<file path="src/rtl/assert_macros.svh">
// Assertion macros used by the allocator controller
`ifndef ASSERT_MACROS_SVH
`define ASSERT_MACROS_SVH

// Antecedent implies consequent in the same cycle
`define CHK_IMPL(lbl, ante, cons, msg) \
	lbl: assert property (@(posedge clk) disable iff (!arst_n) (ante) |-> (cons)) \
		else $error(msg);

// Antecedent implies consequent in the next cycle
`define CHK_NEXT(lbl, ante, cons, msg) \
	lbl: assert property (@(posedge clk) disable iff (!arst_n) (ante) |=> (cons)) \
		else $error(msg);

`endif

</file>
<file path="src/rtl/ila_pkg.sv">
// Types, constants and helpers for the implicit list allocator
`timescale 1ns / 1ps
package ila_pkg;

	localparam int HEAP_BYTES   = 65536;
	localparam int TAG_DEPTH    = HEAP_BYTES / 4;
	localparam int IDX_W        = $clog2(TAG_DEPTH);
	localparam int OFF_W        = IDX_W + 4;
	localparam int TAG_W        = 17;
	localparam int INIT_CHUNK   = 4096;
	localparam int FIRST_BP     = 8;
	localparam int HEAP_END_RST = 16 + INIT_CHUNK;

	localparam logic [1:0] STAT_OK      = 2'd0;
	localparam logic [1:0] STAT_NOSPACE = 2'd1;
	localparam logic [1:0] STAT_IGNORED = 2'd2;

	typedef enum logic [4:0] {
		ST_INIT, ST_IDLE, ST_DISP,
		ST_S_RD, ST_S_CHK,
		ST_GROW, ST_G_H, ST_G_F, ST_G_E,
		ST_F_RD, ST_F_CHK, ST_F_H, ST_F_F,
		ST_M_P, ST_M_N, ST_M_C, ST_M_H, ST_M_F,
		ST_P_H, ST_P_F, ST_P_NH, ST_P_NF,
		ST_DONE_A, ST_DONE_F, ST_DONE_FULL, ST_DONE_IGN
	} state_t;

	typedef enum logic [4:0] {
		OP_NONE, OP_INIT, OP_LOAD,
		OP_S_RD, OP_S_CHK,
		OP_GROW, OP_G_H, OP_G_F, OP_G_E,
		OP_F_RD, OP_F_CHK, OP_F_H, OP_F_F,
		OP_M_P, OP_M_N, OP_M_C, OP_M_H, OP_M_F,
		OP_P_H, OP_P_F, OP_P_NH, OP_P_NF,
		OP_RES_A, OP_RES_F, OP_RES_FULL, OP_RES_IGN
	} op_t;

	typedef struct packed {
		logic init_done;
		logic is_free;
		logic req_zero;
		logic srch_over;
		logic fit;
		logic end_blk;
		logic pass;
		logic grow_ok;
		logic f_lt;
		logic f_hit;
		logic split;
	} stat_t;

	function automatic logic [TAG_W-1:0] init_tag(input logic [IDX_W-1:0] idx);
		logic [TAG_W-1:0] v;
		v = '0;
		if (idx == IDX_W'(1) || idx == IDX_W'(2))
			v = TAG_W'(9);
		else if (idx == IDX_W'(3) || idx == IDX_W'((HEAP_END_RST - 8) / 4))
			v = TAG_W'(INIT_CHUNK);
		else if (idx == IDX_W'((HEAP_END_RST - 4) / 4))
			v = TAG_W'(1);
		return v;
	endfunction

endpackage

</file>
<file path="src/rtl/ila_ctrl.sv">
// Allocator controller: sequencing state machine and response handshake
`timescale 1ns / 1ps
`include "assert_macros.svh"
module ila_ctrl import ila_pkg::*; (
	input  logic  clk,
	input  logic  arst_n,
	input  logic  req_valid,
	output logic  req_ready,
	output logic  rsp_valid,
	input  logic  rsp_ready,
	input  stat_t stat,
	output op_t   op
);

	state_t state_q, state_d;
	logic   out_valid_q;
	logic   slot_free, res_load;

	assign slot_free = !out_valid_q || rsp_ready;
	assign req_ready = state_q == ST_IDLE;
	assign rsp_valid = out_valid_q;
	assign res_load  = op == OP_RES_A || op == OP_RES_F || op == OP_RES_FULL ||
	                   op == OP_RES_IGN;

	always_comb begin
		state_d = state_q;
		case (state_q)
			ST_INIT:   if (stat.init_done) state_d = ST_IDLE;
			ST_IDLE:   if (req_valid) state_d = ST_DISP;
			ST_DISP: begin
				if (stat.is_free)       state_d = ST_F_RD;
				else if (stat.req_zero) state_d = ST_DONE_IGN;
				else                    state_d = ST_S_RD;
			end
			ST_S_RD:   state_d = stat.srch_over ? ST_GROW : ST_S_CHK;
			ST_S_CHK: begin
				if (stat.fit)          state_d = ST_P_H;
				else if (stat.end_blk) state_d = stat.pass ? ST_GROW : ST_S_RD;
				else                   state_d = ST_S_RD;
			end
			ST_GROW:   state_d = stat.grow_ok ? ST_G_H : ST_DONE_FULL;
			ST_G_H:    state_d = ST_G_F;
			ST_G_F:    state_d = ST_G_E;
			ST_G_E:    state_d = ST_M_P;
			ST_F_RD:   state_d = ST_F_CHK;
			ST_F_CHK: begin
				if (stat.f_lt)       state_d = stat.end_blk ? ST_DONE_IGN : ST_F_RD;
				else if (stat.f_hit) state_d = ST_F_H;
				else                 state_d = ST_DONE_IGN;
			end
			ST_F_H:    state_d = ST_F_F;
			ST_F_F:    state_d = ST_M_P;
			ST_M_P:    state_d = ST_M_N;
			ST_M_N:    state_d = ST_M_C;
			ST_M_C:    state_d = ST_M_H;
			ST_M_H:    state_d = ST_M_F;
			ST_M_F:    state_d = stat.is_free ? ST_DONE_F : ST_P_H;
			ST_P_H:    state_d = ST_P_F;
			ST_P_F:    state_d = stat.split ? ST_P_NH : ST_DONE_A;
			ST_P_NH:   state_d = ST_P_NF;
			ST_P_NF:   state_d = ST_DONE_A;
			ST_DONE_A, ST_DONE_F, ST_DONE_FULL, ST_DONE_IGN: begin
				if (slot_free) state_d = ST_IDLE;
			end
			default:   state_d = ST_INIT;
		endcase
	end

	always_comb begin
		op = OP_NONE;
		case (state_q)
			ST_INIT:      op = OP_INIT;
			ST_IDLE:      if (req_valid) op = OP_LOAD;
			ST_S_RD:      op = OP_S_RD;
			ST_S_CHK:     op = OP_S_CHK;
			ST_GROW:      op = OP_GROW;
			ST_G_H:       op = OP_G_H;
			ST_G_F:       op = OP_G_F;
			ST_G_E:       op = OP_G_E;
			ST_F_RD:      op = OP_F_RD;
			ST_F_CHK:     op = OP_F_CHK;
			ST_F_H:       op = OP_F_H;
			ST_F_F:       op = OP_F_F;
			ST_M_P:       op = OP_M_P;
			ST_M_N:       op = OP_M_N;
			ST_M_C:       op = OP_M_C;
			ST_M_H:       op = OP_M_H;
			ST_M_F:       op = OP_M_F;
			ST_P_H:       op = OP_P_H;
			ST_P_F:       op = OP_P_F;
			ST_P_NH:      op = OP_P_NH;
			ST_P_NF:      op = OP_P_NF;
			ST_DONE_A:    if (slot_free) op = OP_RES_A;
			ST_DONE_F:    if (slot_free) op = OP_RES_F;
			ST_DONE_FULL: if (slot_free) op = OP_RES_FULL;
			ST_DONE_IGN:  if (slot_free) op = OP_RES_IGN;
			default:      op = OP_NONE;
		endcase
	end

	always_ff @(posedge clk or negedge arst_n) begin
		if (!arst_n) begin
			state_q     <= ST_INIT;
			out_valid_q <= 1'b0;
		end else begin
			state_q <= state_d;
			if (res_load)
				out_valid_q <= 1'b1;
			else if (rsp_ready)
				out_valid_q <= 1'b0;
		end
	end

	`CHK_IMPL(a_res_slot, res_load && out_valid_q, rsp_ready, "result overwrote a pending response")
	`CHK_NEXT(a_accept_disp, req_valid && req_ready, state_q == ST_DISP, "accepted request not dispatched")
	`CHK_IMPL(a_rsp_origin, $rose(out_valid_q), $past(state_q == ST_DONE_A || state_q == ST_DONE_F || state_q == ST_DONE_FULL || state_q == ST_DONE_IGN), "response raised outside a done state")

endmodule

</file>
<file path="config.mk">
export PLATFORM = sky130hd
export DESIGN_NAME = ila_ctrl
export DESIGN_NICKNAME = d
export VERILOG_FILES = /design/src/rtl/ila_pkg.sv /design/src/rtl/ila_ctrl.sv
export VERILOG_INCLUDE_DIRS = /design/src /design/src/rtl
export SDC_FILE = /design/constraint.sdc
export NUM_CORES = 1
export LEC_CHECK = 0
export ABC_CLOCK_PERIOD_IN_PS = 1600
export BUFFER_PORTS_ARGS = -buffer_cell sky130_fd_sc_hd__buf_2
export CAP_MARGIN = 20
export CORE_MARGIN = 8
export CORE_UTILIZATION = 46
export DETAILED_ROUTE_END_ITERATION = 12
export HOLD_SLACK_MARGIN = 0.03
export PLACE_DENSITY = 0.74
export SYNTH_ARGS = -nofsm -noshare
export SYNTH_HDL_FRONTEND = slang
export SYNTH_SLANG_ARGS = --single-unit
</file>
<file path="constraint.sdc">
create_clock -name clk -period 1.6 [get_ports clk]
set_clock_uncertainty 0.05 [all_clocks]
set_input_delay 0.32 -clock clk [delete_from_list [all_inputs] [get_ports clk]]
set_output_delay 0.32 -clock clk [all_outputs]
set_load 0.01 [all_outputs]
</file>
======== Yosys cells after proc, flatten, opt, wreduce, memory -nomap -nowiden ========
Cells that the tools add are included.
word-level totals
  logic and storage cells ................. 68
  output and inout port bits .............. 7
  input port bits ......................... 15
  register bits ........................... 6
cells by class
  equality and inequality tests ........... 32
  reductions and logical operators ........ 10
  muxes and demuxes ....................... 24
operator list
  cell                                                                   count
  5-bit case mux with 25 select lines                                    1
  5-bit case mux with 22 select lines                                    1
  5-bit equality test, second input constant                             14
  5-bit two-way mux                                                      14
  5-bit by 4-bit equality test with 1-bit output, second input constant  8
  5-bit by 3-bit equality test with 1-bit output, second input constant  4
  5-bit by 2-bit equality test with 1-bit output, second input constant  2
  3-bit two-way mux                                                      3
  2-bit != test, second input constant                                   3
  5-bit by 1-bit equality test with 1-bit output, second input constant  1
  5-bit zero test                                                        1
  1-bit logical OR                                                       4
  2-bit two-way mux                                                      2
  4-bit OR reduction                                                     1
  1-bit two-way mux                                                      3
  3-bit AND reduction                                                    1
  2-bit nonzero test                                                     1
  2-bit OR reduction                                                     1
  1-bit zero test                                                        1

======== Logic depth before layout (Yosys ltp) ========
  depth after elaboration ................. 9
  gate-level depth with buffers ........... 7
  mapped depth without buffers ............ 5

======== Worst setup path before layout ========
OpenSTA, ideal clock, no wires.
  path kind ............................... register to output
  start point ............................. reg state_q[2]
  end point ............................... out op[1]
  required time ........................... 1.230 ns
  path slack .............................. -0.035 ns
  cell stages (with the launch flop) ...... 7
  path buffers ............................ 3
  arrival ................................. 1.265 ns
  cell sequence ........................... dfrtp_1 -> buf_6 -> buf_4 -> buf_2 -> nor3b_1 -> a21oi_1 -> o21ai_1
on the way
  word-level cells in the longest chain between the ends .. 2
RTL lines
  item                                         line             source
  start, declared                              ila_ctrl.sv:15   state_t state_q, state_d;
  start signal, assigned                       ila_ctrl.sv:106  state_q <= state_d;
  5-bit equality test (tied with other cells)  ila_ctrl.sv:71   case (state_q)
  5-bit case mux with 25 select lines (*)      ila_ctrl.sv:71
  end, declared                                ila_ctrl.sv:12   output op_t op
Mark *: on every way between the ends. The rest lies on a longest branch, timed or not.

======== Worst setup path in the final report ========
Same ends and word-level chain as after synthesis.

==> reports/metrics.yaml <==
status:
  status: "finished, violations left"
  violations: "setup timing"
final_layout:
  diodes: 0
  fillers: 111
  fin_nets: 184
  final_common_cell: "buf_4"
  area_delta_synth_final_pct: 64.4
  final-seq-area_sq_um: 156
  final_cell_mix: "27 x buf_4, 20 x buf_2, 13 x nand2_1, 10 x buf_6, 9 x o21ai_1"
  fin_util_pct: 78.9
  multiInputGateArea_sq_um: 679
  drive_gt1_share_pct: 53.3
  final_area_sq_um: 1350
hold_path:
  hp-class: "in -> async"
yosys:
  yosysTopAreaCell: "dfrtp_1"
  synthSimpleGateAreaFrac_pct: 33.1
  synth_xor_area_share_pct: 0
  yosys-top-cells-area: "dfrtp_1 18%, o21ai_1 6.7%, nand2_1 6.4%, a21oi_1 5.5%, nor2_1 4.6%"
  syn_avg_cell_area_sq_um: 6.95
  netlist_instances: 118
  synth.ff_latch_count: 6
  synth_edf_count: 0
  synthMuxAreaShare_pct: 3.05
  synth_top_family_by_area: "compound AO/OA/AOI/OAI gates"
  yosys_warnings: 0
  async_flop_share_pct: 100
  synth_compound_area_share_pct: 34.0
  yosys_most_used_dff: "dfrtp_1"
  seq_area_frac_synth_pct: 18.3
  yosys.area.top_type_share_pct: 18.3
  synth.distinct_cells: 42
  synthAdderAreaFrac_pct: 0
  syn_nets: 133
  netlist_area_sq_um: 820
pwr:
  peakVddDrop_mv: 1.23
  p_switching_w: 0.00151
  swShare_pct: 48.1
  p_leak_nw: 0.597
  sequentialPowerShare_pct: 12.8
  pwr-share-comb_pct: 82.4
  pwr-share-clk_pct: 4.8
  intPower_w: 0.00162
  powerDensity_nw_per_um2: 2320
timing:
  finalMaxSlewViolations: 0
  min_period_over_period_pct: 116
  rsz0062_at_grt: "yes"
  relSlewSlack_pct: 78.6
  setup_viol: 10
  final_hold_viol_count: 0
  final.min_clock_period_ns: 1.85
  final.setup.tns_ns: -1.18
  layout_setup_ws_ns: -0.251
  fmax_mhz: 540
  tightest_slew_ns: 0.321
grt:
  grt_pass1_wl_microns: 4720
  grt_max_degree: 19
  antenna_found_initial: 0
  grt_usage_pct: 17.5
  gr-total-overflow: 0
  grt_pass1_vias: 1019
drt:
  vias: 1219
  wl_per_cell_microns: 19.0
  ant_nets: 0
  wl_microns: 3650
  drtPass1Iterations: 5
  highest_layer: "met4"
  drc: 0
  vias_per_cell: 6.35
  wl_met1_microns: 1310
  drt_iter0_drc: 101
  wl_met3_microns: 407
  met2_length_microns: 1730
placement:
  place.gp.congestion: 0.926
  pre_cts_ws_ns: -0.0491
  placed_cell_area_sq_um: 1030
  io_buffer_count: 21
  hpwl_microns: 1970
clocking:
  insertion_delay_ns: 0.26
  cts.clk_slew.worst_paths_ns: 0.05
  cts_tree: "yes"
  clockRootBuffer: "clkbuf_4"
  numCtsBuffers: 3
  cts.sinks: 6
  h-tree-depth: 1
  clock_path_buffers: 2
floorplan:
  fp.dieH_microns: 58.2
  coreArea_sq_um: 1710
  rows: 15
  start_util_pct: 48.0
  dieArea_sq_um: 3390
  die_x_microns: 58.2
  io_pins: 22
setup_path:
  required_ns: 1.23
  critPathMaxFanout: 6
  criticalPathCategory: "reg -> out"
  crit_arrival_ns: 1.48
  cp-end-kind: "output port"
  cp-start-kind: "flop"
flow_run:
  cap_viol_max_count: 0
==> state kept, by name (all words and copies together) (netlist names) <==
signal     flops
state_q        5
rsp_valid      1
==> worst paths after layout <==
check	start	endpoint	slack [ns]	cells after the start
max	state_q[2]	op[1]	-0.25	6
min	arst_n	state_q[3]	0.37	2
max reg2reg	state_q[2]	state_q[0]	-0.22	7
min reg2reg	state_q[4]	state_q[4]	0.65	2
max in group asynchronous	arst_n	state_q[0]	0.96	2
min in group clk	stat[3]	state_q[4]	0.46	4
==> Yosys cell counts (3+ instances only) <==
master / n
buf_4: 3
nor2_1: 10
nor2b_1: 4
nand2_1: 14
dfrtp_1: 6
nor3b_1: 3
buf_2: 6
nor3_1: 3
o21ai_0: 6
nand4_1: 3
a21oi_1: 9
o21ai_1: 11
nand2b_1: 3
==> worst max-delay path, stage by stage, from the launching register on <==
cell	delay, ns
dfrtp_2	0.46
buf_6	0.15
nand3b_1	0.11
o21ai_1	0.09
a21oi_1	0.21
o21ai_2	0.06
buf_2	0.14
==> power by group through the flow <==
stage                     Combinational, W  Clock [W]  Sequential, W
after floorplan                    0.00127          0       0.000268
after global placement             0.00170          0       0.000354
after detailed placement           0.00174          0       0.000359
after CTS                          0.00206   0.000140       0.000368
after global routing               0.00273   0.000159       0.000408
final                              0.00258   0.000151       0.000400
==> layout make-up <==
class                           instances  area share (%)
Multi-Input combinational cell         96            50.4
Timing Repair Buffer                   59            33.1
Sequential cell                         6            11.6
Tap cell                               25            2.32
Clock buffer                            3            1.67
Inverter                                3           0.929
==> metal layers <==
metal  up-vias  global-route usage, %
met3        29                   4.19
met1       554                   22.7
met5         -                      0
met2       108                   28.3
met4         0                   3.85
li1        528                      -
==> cells by family after synthesis <==
kind of cell | Yosys count
buffers and inverters | 16
muxes | 2
DFF | 6
and+or+nand+nor | 50
AOI/OAI and AO/OA | 44
==> repair_timing <==
item | in CTS | in global routing
gates resized for setup | 22 | 23
endpoints found under the setup margin | 7 | 11
buffers inserted | 9 | 7
hold endpoints to repair | 6 | 0
hold buffers | 1 | 0
pin swaps | 8 | 7
==> through the flow <==
step                power, W  hold slack (ns)  instances
finish               0.00313            0.366        192
CTS                  0.00256            0.370        185
global route         0.00329            0.405        192
floorplan            0.00154          -0.0256        118
detailed placement   0.00210           0.0995        172
global placement     0.00206           0.0987        172
No activity file was read; power rests on OpenSTA's default activity.
